==> src/rtl/sma_pkg.sv <==
package sma_pkg;

	localparam int FEAT_W = 8;
	localparam int NUM_FEAT = 4;
	localparam int NUM_PAIR = 10;
	localparam int PIDX_W = $clog2(NUM_PAIR);
	localparam int COLS_W = 3;
	localparam int ENTRY_W = 41;
	localparam int QUEUE_DEPTH = 2;

	localparam int DEF_MAX_SAMPLES = 65536;
	localparam int DEF_MAX_COLUMNS = 4;

	localparam longint ENTRY_MAX = (64'sd1 <<< (ENTRY_W - 1)) - 64'sd1;
	localparam longint ENTRY_MIN = -(64'sd1 <<< (ENTRY_W - 1));

	// Register indexes, taken from the word address bit of paddr.
	localparam logic REG_NUM_COLUMNS = 1'b0;

	// Upper-triangle pairs in row-major order.
	localparam logic [1:0] PAIR_ROW [NUM_PAIR] = '{
		2'd0, 2'd0, 2'd0, 2'd0, 2'd1, 2'd1, 2'd1, 2'd2, 2'd2, 2'd3
	};
	localparam logic [1:0] PAIR_COL [NUM_PAIR] = '{
		2'd0, 2'd1, 2'd2, 2'd3, 2'd1, 2'd2, 2'd3, 2'd2, 2'd3, 2'd3
	};

	typedef enum logic [2:0] {
		B_IDLE,
		B_PICK,
		B_LDB,
		B_MUL,
		B_DLD,
		B_DIV,
		B_FIX,
		B_EMIT
	} back_state_t;

endpackage

==> src/rtl/sma_if.sv <==
interface sma_sample_if;
	logic                       valid;
	logic                       ready;
	logic [sma_pkg::FEAT_W-1:0] feature_0;
	logic [sma_pkg::FEAT_W-1:0] feature_1;
	logic [sma_pkg::FEAT_W-1:0] feature_2;
	logic [sma_pkg::FEAT_W-1:0] feature_3;
	logic                       last_sample;

	modport source (output valid, feature_0, feature_1, feature_2, feature_3, last_sample,
		input ready);
	modport sink (input valid, feature_0, feature_1, feature_2, feature_3, last_sample,
		output ready);
endinterface

interface sma_entry_if;
	logic                               valid;
	logic                               ready;
	logic [1:0]                         row_index;
	logic [1:0]                         col_index;
	logic signed [sma_pkg::ENTRY_W-1:0] entry_value;
	logic                               last_entry;

	modport source (output valid, row_index, col_index, entry_value, last_entry,
		input ready);
	modport sink (input valid, row_index, col_index, entry_value, last_entry,
		output ready);
endinterface

==> src/rtl/sma_front.sv <==
module sma_front #(
	parameter int MAX_SAMPLES = sma_pkg::DEF_MAX_SAMPLES,
	parameter int MAX_COLUMNS = sma_pkg::DEF_MAX_COLUMNS
) (
	input  logic                    clk,
	input  logic                    arst_n,
	sma_sample_if.sink              sample,
	input  logic [sma_pkg::COLS_W-1:0] cols_cfg,
	input  logic                    push_ready,
	output logic                    push,
	output logic [sma_pkg::NUM_FEAT-1:0][$clog2(MAX_SAMPLES+1)+7:0]  push_csum,
	output logic [sma_pkg::NUM_PAIR-1:0][$clog2(MAX_SAMPLES+1)+15:0] push_psum,
	output logic [$clog2(MAX_SAMPLES+1)-1:0] push_cnt,
	output logic [sma_pkg::COLS_W-1:0] push_cols
);

	localparam int CNT_W = $clog2(MAX_SAMPLES + 1);
	localparam int CSUM_W = CNT_W + 8;
	localparam int PSUM_W = CNT_W + 16;
	localparam int EFF_MAX = (MAX_COLUMNS < sma_pkg::NUM_FEAT) ? MAX_COLUMNS
		: sma_pkg::NUM_FEAT;

	logic [sma_pkg::NUM_FEAT-1:0][CSUM_W-1:0] csum_q;
	logic [sma_pkg::NUM_PAIR-1:0][PSUM_W-1:0] psum_q;
	logic [CNT_W-1:0]                         cnt_q;

	logic [sma_pkg::FEAT_W-1:0] f [sma_pkg::NUM_FEAT];
	logic [2*sma_pkg::FEAT_W-1:0] pp [sma_pkg::NUM_PAIR];
	logic accept;
	logic room;

	assign f[0] = sample.feature_0;
	assign f[1] = sample.feature_1;
	assign f[2] = sample.feature_2;
	assign f[3] = sample.feature_3;

	assign sample.ready = push_ready;
	assign accept = sample.valid && sample.ready;
	assign push = accept && sample.last_sample;
	assign room = cnt_q < CNT_W'(MAX_SAMPLES);

	always_comb begin
		for (int i = 0; i < sma_pkg::NUM_FEAT; i++) begin
			push_csum[i] = room ? csum_q[i] + CSUM_W'(f[i]) : csum_q[i];
		end
		for (int p = 0; p < sma_pkg::NUM_PAIR; p++) begin
			pp[p] = f[sma_pkg::PAIR_ROW[p]] * f[sma_pkg::PAIR_COL[p]];
			push_psum[p] = room ? psum_q[p] + PSUM_W'(pp[p]) : psum_q[p];
		end
		push_cnt = room ? cnt_q + CNT_W'(1) : cnt_q;
		if (cols_cfg == '0) begin
			push_cols = sma_pkg::COLS_W'(1);
		end else if (cols_cfg > sma_pkg::COLS_W'(EFF_MAX)) begin
			push_cols = sma_pkg::COLS_W'(EFF_MAX);
		end else begin
			push_cols = cols_cfg;
		end
	end

	always_ff @(posedge clk or negedge arst_n) begin
		if (!arst_n) begin
			csum_q <= '0;
			psum_q <= '0;
			cnt_q  <= '0;
		end else if (accept) begin
			if (sample.last_sample) begin
				csum_q <= '0;
				psum_q <= '0;
				cnt_q  <= '0;
			end else begin
				csum_q <= push_csum;
				psum_q <= push_psum;
				cnt_q  <= push_cnt;
			end
		end
	end

endmodule

==> src/rtl/sma_queue.sv <==
module sma_queue #(
	parameter int DATA_W = 8,
	parameter int DEPTH = sma_pkg::QUEUE_DEPTH
) (
	input  logic              clk,
	input  logic              arst_n,
	input  logic              push,
	input  logic [DATA_W-1:0] push_data,
	output logic              push_ready,
	input  logic              pop,
	output logic              head_valid,
	output logic [DATA_W-1:0] head_data
);

	localparam int PTR_W = (DEPTH > 1) ? $clog2(DEPTH) : 1;
	localparam int CNT_W = $clog2(DEPTH + 1);

	logic [DATA_W-1:0] mem_q [DEPTH];
	logic [PTR_W-1:0]  wr_ptr_q;
	logic [PTR_W-1:0]  rd_ptr_q;
	logic [CNT_W-1:0]  count_q;

	assign push_ready = count_q != CNT_W'(DEPTH);
	assign head_valid = count_q != '0;
	assign head_data = mem_q[rd_ptr_q];

	always_ff @(posedge clk) begin
		if (push) begin
			mem_q[wr_ptr_q] <= push_data;
		end
	end

	always_ff @(posedge clk or negedge arst_n) begin
		if (!arst_n) begin
			wr_ptr_q <= '0;
			rd_ptr_q <= '0;
			count_q  <= '0;
		end else begin
			if (push) begin
				wr_ptr_q <= (wr_ptr_q == PTR_W'(DEPTH - 1)) ? '0 : wr_ptr_q + PTR_W'(1);
			end
			if (pop) begin
				rd_ptr_q <= (rd_ptr_q == PTR_W'(DEPTH - 1)) ? '0 : rd_ptr_q + PTR_W'(1);
			end
			if (push && !pop) begin
				count_q <= count_q + CNT_W'(1);
			end else if (pop && !push) begin
				count_q <= count_q - CNT_W'(1);
			end
		end
	end

endmodule

==> src/rtl/sma_back.sv <==
module sma_back #(
	parameter int MAX_SAMPLES = sma_pkg::DEF_MAX_SAMPLES
) (
	input  logic                 clk,
	input  logic                 arst_n,
	input  logic                 head_valid,
	input  logic [sma_pkg::NUM_FEAT-1:0][$clog2(MAX_SAMPLES+1)+7:0]  head_csum,
	input  logic [sma_pkg::NUM_PAIR-1:0][$clog2(MAX_SAMPLES+1)+15:0] head_psum,
	input  logic [$clog2(MAX_SAMPLES+1)-1:0] head_cnt,
	input  logic [sma_pkg::COLS_W-1:0] head_cols,
	output logic                 pop,
	sma_entry_if.source          entry
);

	localparam int CNT_W = $clog2(MAX_SAMPLES + 1);
	localparam int CSUM_W = CNT_W + 8;
	localparam int PSUM_W = CNT_W + 16;
	localparam int PROD_W = 2 * CSUM_W;
	localparam int DW = PROD_W + 8;
	localparam int V_W = DW + 2;
	localparam int STEP_W = $clog2(DW + 1);

	localparam logic signed [V_W-1:0] SAT_MAX = V_W'(sma_pkg::ENTRY_MAX);
	localparam logic signed [V_W-1:0] SAT_MIN = V_W'(sma_pkg::ENTRY_MIN);

	sma_pkg::back_state_t state_q, state_d;

	logic [sma_pkg::PIDX_W-1:0] idx_q;
	logic [PROD_W-1:0]          mcand_q;
	logic [CSUM_W-1:0]          mplier_q;
	logic [PROD_W-1:0]          prod_q;
	logic [PSUM_W-1:0]          psum_q;
	logic [DW-1:0]              num_q;
	logic [CNT_W:0]             rem_q;
	logic [STEP_W-1:0]          step_q;
	logic signed [V_W-1:0]      v_q;

	logic                         out_valid_q;
	logic [1:0]                   out_row_q;
	logic [1:0]                   out_col_q;
	logic signed [sma_pkg::ENTRY_W-1:0] out_val_q;
	logic                         out_last_q;

	logic [1:0] row;
	logic [1:0] col;
	logic skip;
	logic is_last;
	logic out_free;
	logic load_out;
	logic [CNT_W:0] rem_sh;
	logic           qbit;
	logic signed [V_W-1:0] v_adj;
	logic signed [V_W-1:0] v_sat;

	assign row = sma_pkg::PAIR_ROW[idx_q];
	assign col = sma_pkg::PAIR_COL[idx_q];
	assign skip = sma_pkg::COLS_W'(col) >= head_cols;
	assign is_last = (sma_pkg::COLS_W'(row) + sma_pkg::COLS_W'(1) == head_cols)
		&& (sma_pkg::COLS_W'(col) + sma_pkg::COLS_W'(1) == head_cols);
	assign out_free = !out_valid_q || entry.ready;

	// One restoring division step: bring down the next dividend bit.
	assign rem_sh = {rem_q[CNT_W-1:0], num_q[DW-1]};
	assign qbit = rem_sh >= {1'b0, head_cnt};

	// Truncation toward zero, then clamp to the entry range.
	always_comb begin
		if (head_cnt == '0) begin
			v_adj = '0;
		end else if (rem_q != '0 && v_q > 0) begin
			v_adj = v_q - V_W'(1);
		end else begin
			v_adj = v_q;
		end
		if (v_adj > SAT_MAX) begin
			v_sat = SAT_MAX;
		end else if (v_adj < SAT_MIN) begin
			v_sat = SAT_MIN;
		end else begin
			v_sat = v_adj;
		end
	end

	always_ff @(posedge clk or negedge arst_n) begin
		if (!arst_n) begin
			state_q <= sma_pkg::B_IDLE;
		end else begin
			state_q <= state_d;
		end
	end

	always_comb begin
		state_d = state_q;
		pop = 1'b0;
		load_out = 1'b0;
		case (state_q)
			sma_pkg::B_IDLE: begin
				if (head_valid) begin
					state_d = sma_pkg::B_PICK;
				end
			end
			sma_pkg::B_PICK: begin
				if (!skip) begin
					state_d = sma_pkg::B_LDB;
				end
			end
			sma_pkg::B_LDB: state_d = sma_pkg::B_MUL;
			sma_pkg::B_MUL: begin
				if (step_q == STEP_W'(CSUM_W - 1)) begin
					state_d = sma_pkg::B_DLD;
				end
			end
			sma_pkg::B_DLD: state_d = sma_pkg::B_DIV;
			sma_pkg::B_DIV: begin
				if (step_q == STEP_W'(DW - 1)) begin
					state_d = sma_pkg::B_FIX;
				end
			end
			sma_pkg::B_FIX: state_d = sma_pkg::B_EMIT;
			sma_pkg::B_EMIT: begin
				if (out_free) begin
					load_out = 1'b1;
					if (is_last) begin
						pop = 1'b1;
						state_d = sma_pkg::B_IDLE;
					end else begin
						state_d = sma_pkg::B_PICK;
					end
				end
			end
			default: state_d = sma_pkg::B_IDLE;
		endcase
	end

	always_ff @(posedge clk) begin
		case (state_q)
			sma_pkg::B_IDLE: begin
				idx_q <= '0;
			end
			sma_pkg::B_PICK: begin
				if (skip) begin
					idx_q <= idx_q + sma_pkg::PIDX_W'(1);
				end else begin
					mcand_q <= PROD_W'(head_csum[row]);
					psum_q  <= head_psum[idx_q];
					prod_q  <= '0;
				end
			end
			sma_pkg::B_LDB: begin
				mplier_q <= head_csum[col];
				step_q   <= '0;
			end
			sma_pkg::B_MUL: begin
				if (mplier_q[0]) begin
					prod_q <= prod_q + mcand_q;
				end
				mcand_q  <= {mcand_q[PROD_W-2:0], 1'b0};
				mplier_q <= {1'b0, mplier_q[CSUM_W-1:1]};
				step_q   <= step_q + STEP_W'(1);
			end
			sma_pkg::B_DLD: begin
				num_q  <= {prod_q, 8'd0};
				rem_q  <= '0;
				step_q <= '0;
			end
			sma_pkg::B_DIV: begin
				rem_q  <= qbit ? rem_sh - {1'b0, head_cnt} : rem_sh;
				num_q  <= {num_q[DW-2:0], qbit};
				step_q <= step_q + STEP_W'(1);
			end
			sma_pkg::B_FIX: begin
				v_q <= $signed({{(V_W-PSUM_W-8){1'b0}}, psum_q, 8'd0})
					- $signed({2'b00, num_q});
			end
			sma_pkg::B_EMIT: begin
				if (out_free && !is_last) begin
					idx_q <= idx_q + sma_pkg::PIDX_W'(1);
				end
			end
			default: ;
		endcase
	end

	always_ff @(posedge clk) begin
		if (load_out) begin
			out_row_q  <= row;
			out_col_q  <= col;
			out_val_q  <= sma_pkg::ENTRY_W'(v_sat);
			out_last_q <= is_last;
		end
	end

	always_ff @(posedge clk or negedge arst_n) begin
		if (!arst_n) begin
			out_valid_q <= 1'b0;
		end else if (load_out) begin
			out_valid_q <= 1'b1;
		end else if (entry.ready) begin
			out_valid_q <= 1'b0;
		end
	end

	assign entry.valid = out_valid_q;
	assign entry.row_index = out_row_q;
	assign entry.col_index = out_col_q;
	assign entry.entry_value = out_val_q;
	assign entry.last_entry = out_last_q;

endmodule

==> src/rtl/scatter_matrix_accumulator.sv <==
// Channel   Modport   Transaction
// sample    sink      four unsigned feature bytes and the last_sample mark
// entry     source    one upper-triangle entry: row, column, value, last mark
// APB       slave     num_columns at byte address 0, write and read back
//
// The sample channel takes one transaction per cycle. A sample marked last moves a
// snapshot of all sums into a two-entry queue; sample.ready drops only while it is full.
// Each matrix entry passes through the back end's shift-add multiplier and bit-serial
// divider, skipped pairs are stepped over one by one, and the back end returns to idle
// between matrices; a stalled entry channel holds only the back end.
// Reset clears all sums, the count, the queue and the output valid flag.
module scatter_matrix_accumulator #(
	parameter int MAX_SAMPLES = sma_pkg::DEF_MAX_SAMPLES,
	parameter int MAX_COLUMNS = sma_pkg::DEF_MAX_COLUMNS
) (
	input  logic        clk,
	input  logic        arst_n,
	input  logic        psel,
	input  logic        penable,
	input  logic        pwrite,
	input  logic [2:0]  paddr,
	input  logic [31:0] pwdata,
	output logic [31:0] prdata,
	output logic        pready,
	sma_sample_if.sink  sample,
	sma_entry_if.source entry
);

	localparam int CNT_W = $clog2(MAX_SAMPLES + 1);
	localparam int CSUM_W = CNT_W + 8;
	localparam int PSUM_W = CNT_W + 16;
	localparam int DATA_W = sma_pkg::NUM_FEAT * CSUM_W + sma_pkg::NUM_PAIR * PSUM_W
		+ CNT_W + sma_pkg::COLS_W;

	// Raw register value; the front end clamps it when a set is closed.
	logic [sma_pkg::COLS_W-1:0] cols_q;

	logic push;
	logic push_ready;
	logic pop;
	logic head_valid;
	logic [DATA_W-1:0] push_data;
	logic [DATA_W-1:0] head_data;

	logic [sma_pkg::NUM_FEAT-1:0][CSUM_W-1:0] f_csum, h_csum;
	logic [sma_pkg::NUM_PAIR-1:0][PSUM_W-1:0] f_psum, h_psum;
	logic [CNT_W-1:0]                         f_cnt, h_cnt;
	logic [sma_pkg::COLS_W-1:0]               f_cols, h_cols;

	// The register is decoded on the word address bit alone.
	assign pready = 1'b1;
	assign prdata = (paddr[2] == sma_pkg::REG_NUM_COLUMNS)
		? {{(32 - sma_pkg::COLS_W){1'b0}}, cols_q} : 32'd0;

	always_ff @(posedge clk or negedge arst_n) begin
		if (!arst_n) begin
			cols_q <= sma_pkg::COLS_W'(4);
		end else if (psel && penable && pwrite && pready
			&& paddr[2] == sma_pkg::REG_NUM_COLUMNS) begin
			cols_q <= pwdata[sma_pkg::COLS_W-1:0];
		end
	end

	// Front end: accumulates samples until the count is full and closes a set on its last one.
	sma_front #(
		.MAX_SAMPLES(MAX_SAMPLES),
		.MAX_COLUMNS(MAX_COLUMNS)
	) u_front (
		.clk       (clk),
		.arst_n    (arst_n),
		.sample    (sample),
		.cols_cfg  (cols_q),
		.push_ready(push_ready),
		.push      (push),
		.push_csum (f_csum),
		.push_psum (f_psum),
		.push_cnt  (f_cnt),
		.push_cols (f_cols)
	);

	assign push_data = {f_cols, f_cnt, f_psum, f_csum};

	// Snapshot queue between the two halves.
	sma_queue #(
		.DATA_W(DATA_W),
		.DEPTH (sma_pkg::QUEUE_DEPTH)
	) u_queue (
		.clk       (clk),
		.arst_n    (arst_n),
		.push      (push),
		.push_data (push_data),
		.push_ready(push_ready),
		.pop       (pop),
		.head_valid(head_valid),
		.head_data (head_data)
	);

	assign {h_cols, h_cnt, h_psum, h_csum} = head_data;

	// Back end: works through the pairs of the oldest snapshot and emits the unskipped ones.
	sma_back #(
		.MAX_SAMPLES(MAX_SAMPLES)
	) u_back (
		.clk       (clk),
		.arst_n    (arst_n),
		.head_valid(head_valid),
		.head_csum (h_csum),
		.head_psum (h_psum),
		.head_cnt  (h_cnt),
		.head_cols (h_cols),
		.pop       (pop),
		.entry     (entry)
	);

endmodule

==> src/flat_wrapper.sv <==
// flat-port wrapper written by rule: the top's interface ports become plain ports
module scatter_matrix_accumulator_flat 
#(
	parameter int MAX_SAMPLES = sma_pkg::DEF_MAX_SAMPLES,
	parameter int MAX_COLUMNS = sma_pkg::DEF_MAX_COLUMNS
)
  (clk, arst_n, psel, penable, pwrite, paddr, pwdata, prdata, pready, sample_valid, sample_feature_0, sample_feature_1, sample_feature_2, sample_feature_3, sample_last_sample, sample_ready, entry_valid, entry_row_index, entry_col_index, entry_entry_value, entry_last_entry, entry_ready);
  sma_sample_if sample_i ();
  sma_entry_if entry_i ();
  input  logic clk;
  input  logic arst_n;
  input  logic psel;
  input  logic penable;
  input  logic pwrite;
  input  logic [2:0] paddr;
  input  logic [31:0] pwdata;
  output logic [31:0] prdata;
  output logic pready;
  input wire logic [$bits(sample_i.valid)-1:0] sample_valid;
  input wire logic [$bits(sample_i.feature_0)-1:0] sample_feature_0;
  input wire logic [$bits(sample_i.feature_1)-1:0] sample_feature_1;
  input wire logic [$bits(sample_i.feature_2)-1:0] sample_feature_2;
  input wire logic [$bits(sample_i.feature_3)-1:0] sample_feature_3;
  input wire logic [$bits(sample_i.last_sample)-1:0] sample_last_sample;
  output wire logic [$bits(sample_i.ready)-1:0] sample_ready;
  output wire logic [$bits(entry_i.valid)-1:0] entry_valid;
  output wire logic [$bits(entry_i.row_index)-1:0] entry_row_index;
  output wire logic [$bits(entry_i.col_index)-1:0] entry_col_index;
  output wire logic [$bits(entry_i.entry_value)-1:0] entry_entry_value;
  output wire logic [$bits(entry_i.last_entry)-1:0] entry_last_entry;
  input wire logic [$bits(entry_i.ready)-1:0] entry_ready;
  assign sample_i.valid = sample_valid;
  assign sample_i.feature_0 = sample_feature_0;
  assign sample_i.feature_1 = sample_feature_1;
  assign sample_i.feature_2 = sample_feature_2;
  assign sample_i.feature_3 = sample_feature_3;
  assign sample_i.last_sample = sample_last_sample;
  assign sample_ready = sample_i.ready;
  assign entry_valid = entry_i.valid;
  assign entry_row_index = entry_i.row_index;
  assign entry_col_index = entry_i.col_index;
  assign entry_entry_value = entry_i.entry_value;
  assign entry_last_entry = entry_i.last_entry;
  assign entry_i.ready = entry_ready;
  scatter_matrix_accumulator #(.MAX_SAMPLES(MAX_SAMPLES), .MAX_COLUMNS(MAX_COLUMNS)) u_core (.clk(clk), .arst_n(arst_n), .psel(psel), .penable(penable), .pwrite(pwrite), .paddr(paddr), .pwdata(pwdata), .prdata(prdata), .pready(pready), .sample(sample_i), .entry(entry_i));
endmodule
==> config.mk <==
export PLATFORM = sky130hd
export DESIGN_NAME = scatter_matrix_accumulator_flat
export DESIGN_NICKNAME = d
export VERILOG_FILES = /design/src/rtl/sma_pkg.sv /design/src/rtl/sma_if.sv /design/src/rtl/sma_front.sv /design/src/rtl/sma_queue.sv /design/src/rtl/sma_back.sv /design/src/rtl/scatter_matrix_accumulator.sv /design/src/flat_wrapper.sv
export SDC_FILE = /design/constraint.sdc
export NUM_CORES = 2
export LEC_CHECK = 0
export CAP_MARGIN = 10
export CORE_ASPECT_RATIO = 1.5
export CORE_MARGIN = 5
export CORE_UTILIZATION = 52
export DETAILED_ROUTE_END_ITERATION = 8
export DONT_BUFFER_PORTS = 1
export PLACE_DENSITY = 0.81
export SYNTH_ARGS = -nofsm -noshare
export SYNTH_HDL_FRONTEND = slang
export SYNTH_SLANG_ARGS = --single-unit
==> constraint.sdc <==
create_clock -name clk -period 19.25 [get_ports clk]
set_input_delay 3.85 -clock clk [delete_from_list [all_inputs] [get_ports clk]]
set_output_delay 3.85 -clock clk [all_outputs]
set_load 0.1 [all_outputs]
Word-level counts from Yosys, hierarchy flattened
Memories as Yosys holds them, arrays and structs flattened. Index checks and enable logic that the tools add are counted.

Register bits after elaboration: 808. Memory bits (writable): 900. Memory bits (read-only): 64. Input port bits: 75. Output and inout port bits: 81. Word-level logic and storage cells: 209. Memories: 3.

Memories: u_core.u_queue.mem_q (depth 2, bits a word 450, read ports 1, clocked after memory_dff 0, wr ports 1, line sma_queue.sv:18) `logic [DATA_W-1:0] mem_q [DEPTH];`; (name not given) (depth 16, bits a word 2, read ports 1, clocked after memory_dff 0, wr ports 0, line sma_back.sv:56) `assign col = sma_pkg::PAIR_COL[idx_q];`; (name not given) (depth 16, bits a word 2, read ports 1, clocked after memory_dff 0, wr ports 0, line sma_back.sv:55) `assign row = sma_pkg::PAIR_ROW[idx_q];`.

$add $sub $neg: 27. Multipliers: 10. Magnitude comparators: 11. Equality and inequality tests: 20. Mux-type cells: 67. Bitwise gates (word level): 3. Reduce and logical (&&, ||, !) cells: 34.

Operators with widths (count): $mux 33 (11); $add 33x16->33 (10); $mux 330 (1); $pmux 50 s2 (2); $mul 8x8->16 (10); $mux 25 (6); $mux 50 (3); $bmux 33 s4 (1); $mux 60 (2); $pmux 58 s2 (1); $add 25x8->25 (4); $bmux 25 s2 (2); $mux 100 (1); $gt 60x1->1 const B (1); $gt 60x41->1 const B (1); $lt 60x41->1 const B (1); $sub 60x2->60 const B (1); $sub 41x58->59 (1); $add 50x50->50 (1); $pmux 25 s2 (1); $mux 41 (1); $pmux 18 s2 (1); $mux 17 (2); $mux 3 (8); other kinds (44) (99).

Logic depth before layout (Yosys ltp)
Depth in word-level cells: 13. Mapped depth: 22. Mapped depth without buffers: 20.

Modules after synthesis
Synthesis repeated with hierarchy kept, for this count alone.

Cell total of the unflattened synthesis: 10365. Area total of the unflattened synthesis: 113321.2 µm².

Modules (own cells, without submodules): sma_front (instances 1, cells each 6455, area each 53892.9 µm², sequential area each 11185.7 µm²); sma_queue (instances 1, cells each 1416, area each 34316.7 µm², sequential area each 27126.0 µm²); sma_back (instances 1, cells each 2452, area each 24707.4 µm², sequential area each 10580.1 µm²); scatter_matrix_accumulator (instances 1, cells each 42, area each 404.1 µm², sequential area each 76.3 µm²).

Worst setup path after synthesis
No wires, ideal clock.

Path kind: in2reg. Start: input port sample_last_sample. End: memory u_core.u_queue.mem_q[0][0] (netlist name), enable pin. Library setup time: 1.275 ns. Arrival: 23.697 ns. Required time: 17.975 ns. Slack: -5.723 ns. Stages: 6. Buffers on the path: 4. Cell sequence: clkbuf_1 clkbuf_1 clkbuf_1 buf_1 nand2_1 nor2_1.

Longest elaborated chain between the ends: 3.

Ends and longest elaborated chain: start: declaration (line flat_wrapper.sv:24) `input wire logic [$bits(sample_i.last_sample)-1:0] sample_last_sample;`; $logic_and 1x1->1 (line sma_front.sv:39) `assign push = accept && sample.last_sample;`; $mux 1 (line sma_queue.sv:28) `if (push) begin`; $mux 1 (not written as such) (line sma_queue.sv:29) `mem_q[wr_ptr_q] <= push_data;`; end: declaration (line sma_queue.sv:18).

No other way between the ends.

==> results by stage <==
Finish:
- In the final layout, the share of cells above drive strength 1 is under 10%.
- The share of the core filled with cells is a little under three fifths.
- The layout overhead on the synthesized area is 7.256%.
- At the end of the flow, the number of nets in the layout was roughly 11,000.
- The number of non-filler instances in the completed layout is ~12,000.
- Summing all non-filler instances in the final layout gives an area of about 120,000 µm².

Synth:
- The count of distinct cell types in the synthesized netlist is ~90.
- The async set-reset flop share out of synthesis is approximately 27%.
- By count the netlist is led by sky130_fd_sc_hd__edfxtp_1 (1,249), sky130_fd_sc_hd__inv_1 (1,067), sky130_fd_sc_hd__nand2_1 (1,031), sky130_fd_sc_hd__o21ai_0 (681), sky130_fd_sc_hd__ha_1 (567).
- The synthesized design contains between 1,500 and 2,000 register bits.
- The average instance in the mapped netlist occupies 11.21 µm².
- The area share of the leading cell type in the synthesized netlist is a little over a third.
- The number of flops mapped to enable cells by yosys is 1,249.
- The post-synthesis instance area is 107,900 µm².
- The number of instances in the synthesized netlist is roughly 9,600.
- The most common cell in the synthesized netlist is sky130_fd_sc_hd__edfxtp_1.
- The prevailing post-synth register cell is sky130_fd_sc_hd__edfxtp_1.
- After synthesis, flip-flops and latches occupy between 40% and 50% of the total area.
- The synthesized design spends more area on one cell type than any other, namely sky130_fd_sc_hd__edfxtp_1.
- The total number of yosys warnings is 0.
- By area the synthesized netlist is led by sky130_fd_sc_hd__edfxtp_1 (35%), sky130_fd_sc_hd__dfrtp_1 (11%), sky130_fd_sc_hd__fa_1 (8.4%).

Placed design:
- The weighted congestion at the end of routability-driven global placement is between 0.9 and 1.
- Detailed placement ended at an HPWL of 186,800 µm.
- The cell total after placement is 11,920.
- The post-placement cell area is approximately 110,000 µm².
- Buffers placed on the I/O ports in this run total 0.

Routing:
- The number of design rule violations left after detail routing is 0.
- The final route contains 74,940 vias.
- The detail-routed via count per cell is around 6.
- The mean routed wirelength per cell is 22.74 µm.
- The count of antenna-violating nets left after detailed routing is 0.
- Summed over all layers, the routed wires come to between 200,000 and 300,000 µm.
- The detailed-routing iteration count for the pre-antenna-repair pass is 8.
- The violation count after the first detailed-routing iteration is approximately 6,500.

Critical path:
- STA puts the critical path data required time at 19.80 ns.
- The signal on the critical path passes through inv_1 -> nor2_1 -> ha_1 -> xnor2_1 -> fa_1 -> fa_1 -> inv_1 -> fa_1 -> inv_1 -> ha_1 -> or2_2 -> o31a_1 -> nand2_1 -> o2111a_1 -> nor3_1 -> nor4_2 -> nor3_1 -> buf_4 -> nand3_1 -> xnor2_1.
- The critical path launch point type is a primary input.
- The highest-delay cell along the critical path is sky130_fd_sc_hd__nor4_2.
- At the worst endpoint, the arrival time is ~9.7 ns.
- The start of the worst register-to-register path is u_core.u_front.psum_q[204].
- The maximum fanout encountered on the critical timing path is 31.
- The worst setup path is captured at a flip-flop.
- The first element of the critical path is sample_feature_2[5].
- The setup path with the least slack is of type in -> reg.
- The worst stage delay on the critical path is approximately 0.98 ns.

Clock tree:
- The clock passes through at most 4 buffers.
- TritonCTS built the clock tree.
- The number of buffers inserted during clock tree synthesis is 170.
- The count of buffers added by post-CTS timing repair for setup is 0.
- In this run, post-CTS hold repair placed 0 buffers.
- The number of clock sinks is between 1,500 and 2,000.
- The root buffer cell is sky130_fd_sc_hd__clkbuf_16.
- The clock edge transition at the registers on the reported setup and hold paths is ~0.060 ns.
- The clock latency on the worst-skew pair is a little over 0.8 ns.
- Gates resized during post-CTS repair numbered 0.
- The clock tree synthesis step divided the H-tree into 4 levels.

Timing:
- Setup violations remaining at the end of the flow were counted as 0.
- Between clock sinks in the finished design, the worst skew comes to 0.05578 ns.
- The total negative slack is 0 ns.
- For the pin with the worst max-slew slack, the measured transition is between 2 and 2.5 ns.
- The number of max-slew violations in the final report is between 150 and 200.
- The highest attainable clock frequency is roughly 110 MHz.
- Setup repair after global routing left no endpoint under its margin.
- The part of the cycle the worst path needs is between 40% and 50%.
- The time the final worst path needs with I/O delays and setup is between 9 and 10 ns.
- Measured against its own limit, the worst slew margin works out to -44.84%.
- The final hold violation count was 0.

Power and ir drop:
- The power density over the cells is around 140 nW/µm².
- The design draws 15.91 mW.
- VDD sags by at most about 0.00012 V.
- The leakage dissipation is ~48 nW.

Flow run:
- The number of maximum-capacitance constraint violations is 0.

Hold path:
- The type of the most critical hold path is reg -> reg.
- The worst hold path begins at u_core.u_back.num_q[0].

Die:
- The overall die area is ~220,000 µm².
- The floorplan has approximately 200 rows.
- The total core area is just over 200,000 µm².
- For this design the top-level I/O count stands at between 150 and 200.
- The die is 381.9 µm wide.
- The die is 567.9 µm tall.
- The starting utilization of the core area is 52.32%.

Run status:
- The flow ran to the end, but the final reports show violations.
- The final reports fail on slew limit.

GRT:
- The number of antenna violations at the first check in global routing is 8.
- The global-route congestion overflow total is 0.
- The first global-routing pass estimated around 430,000 µm of wire.
- The maximum number of pins on one net before global-route repair is 459.
- The number of global-route vias before repair came to between 70,000 and 80,000.
- The total global-route track usage is 25.21%.
## cell usage in the layout (no fill, tap or decap), types with 43 or more instances in the layout
cell	netlist	layout
sky130_fd_sc_hd__edfxtp_1	1249	1249
sky130_fd_sc_hd__inv_1	1067	1066
sky130_fd_sc_hd__nand2_1	1031	1029
sky130_fd_sc_hd__o21ai_0	681	680
sky130_fd_sc_hd__ha_1	567	567
sky130_fd_sc_hd__nor2_1	496	491
sky130_fd_sc_hd__dfrtp_1	457	455
sky130_fd_sc_hd__fa_1	454	454
sky130_fd_sc_hd__and2_1	343	341
sky130_fd_sc_hd__xnor2_1	321	321
sky130_fd_sc_hd__mux4_2	298	298
sky130_fd_sc_hd__mux2i_1	248	248
sky130_fd_sc_hd__a21oi_1	246	246
sky130_fd_sc_hd__xor2_1	238	238
sky130_fd_sc_hd__nand3_1	187	187
sky130_fd_sc_hd__clkbuf_16	0	175
sky130_fd_sc_hd__nor3_1	164	163
sky130_fd_sc_hd__a22o_1	98	98
sky130_fd_sc_hd__mux2_2	92	92
sky130_fd_sc_hd__and3_1	89	88
sky130_fd_sc_hd__a21o_1	84	84
sky130_fd_sc_hd__o21bai_1	63	63
sky130_fd_sc_hd__buf_4	31	62
sky130_fd_sc_hd__nor2b_1	57	53
sky130_fd_sc_hd__a31oi_1	45	45
sky130_fd_sc_hd__nand4_1	43	43
sky130_fd_sc_hd__or3_1	43	43
## cell type report
| type | instances | area [µm²] |
|---|---|---|
| fillers | 16300 | 90510 |
| multi-input cells | 6394 | 53240 |
| flip-flops and latches | 1707 | 48980 |
| clock buffers | 221 | 4672 |
| inverters | 1070 | 4016 |
| well taps | 2678 | 3351 |
| clock inverters | 81 | 873.3 |
| repair buffers | 68 | 576.8 |
| diodes | 7 | 17.52 |
## per-layer routing
layer,share of wire [%],vias up,routed length (µm),GRT usage [%]
li1,-,33040,-,-
met4,8.0,2,22140,17.00
met1,34,37520,94930,28.04
met3,7.0,1089,19350,3.829
met2,51,3282,141600,44.64
met5,0.0040,-,11,0
## power by group
group | switching [mW] | total (mW) | leakage, nW | internal [mW]
registers | 0.348 | 5.60 | 17.9 | 5.26
logic | 4.33 | 6.92 | 27.0 | 2.60
clock network | 1.44 | 3.38 | 2.70 | 1.94
total | 6.11 | 15.9 | 47.6 | 9.80
## worst max-delay path: cells and delay by family
| kind | cells | cell delay [ns] |
|---|---|---|
| adder cells (fa/ha/maj) | 5 | 2.21 |
| AND/OR/NAND/NOR | 7 | 1.92 |
| buffers and inverters | 4 | 0.79 |
| AO/OA/AOI/OAI | 2 | 0.54 |
| XOR/XNOR | 2 | 0.31 |
## metrics by stage
step | worst slack, ns | hold slack [ns]
final | 10.14 | 0.4655
after global routing | 10.01 | 0.4852
after floorplan | 1.915 | 0.4510
after detailed placement | 9.427 | 0.4938
after CTS | 10.28 | 0.4623
after global placement | 9.496 | 0.4790
## registers in the layout, indices dropped and copies added (netlist names), 2 cells and up
signal / cells
u_core.u_queue.count_q: 2
u_core.u_back.prod_q: 50
u_core.cols_q: 3
u_core.u_back.mplier_q: 25
u_core.u_back.num_q: 58
u_core.u_queue.mem_q: 900
u_core.u_back.rem_q: 18
u_core.u_back.entry.col_index: 2
u_core.u_back.entry.entry_value: 41
u_core.u_front.psum_q: 330
u_core.u_back.state_q: 3
u_core.u_back.mcand_q: 50
u_core.u_back.psum_q: 33
u_core.u_back.v_q: 59
u_core.u_front.cnt_q: 17
u_core.u_back.step_q: 6
u_core.u_back.entry.row_index: 2
u_core.u_front.csum_q: 100
u_core.u_back.idx_q: 4
## final timing paths
kind                                                 to  slack [ns]  cells after the start
max in group asynchronous       u_core.u_queue.rd_ptr_q       14.54                      0
min in group asynchronous     u_core.u_front.psum_q[29]        2.89                      0
min reg2reg                        u_core.u_back.v_q[0]        0.47                      0
max                        u_core.u_queue.mem_q[1][357]       10.14                     20
min                                u_core.u_back.v_q[0]        0.47                      0
max reg2reg                  u_core.u_front.psum_q[221]       13.04                     19
## kinds of logic after synthesis
logic type      count (synthesis)  synth area share (%)
simple gates                 2645                 11.58
flops                        1707                 45.38
other cells                     2              0.006960
mux                           638                 9.481
xor+xnor                      559                 4.538
buf+inv                      1556                 5.530
compound gates               1501                 8.480
fa+ha+maj                    1021                 15.00
No activity file was read; power rests on OpenSTA's default activity.
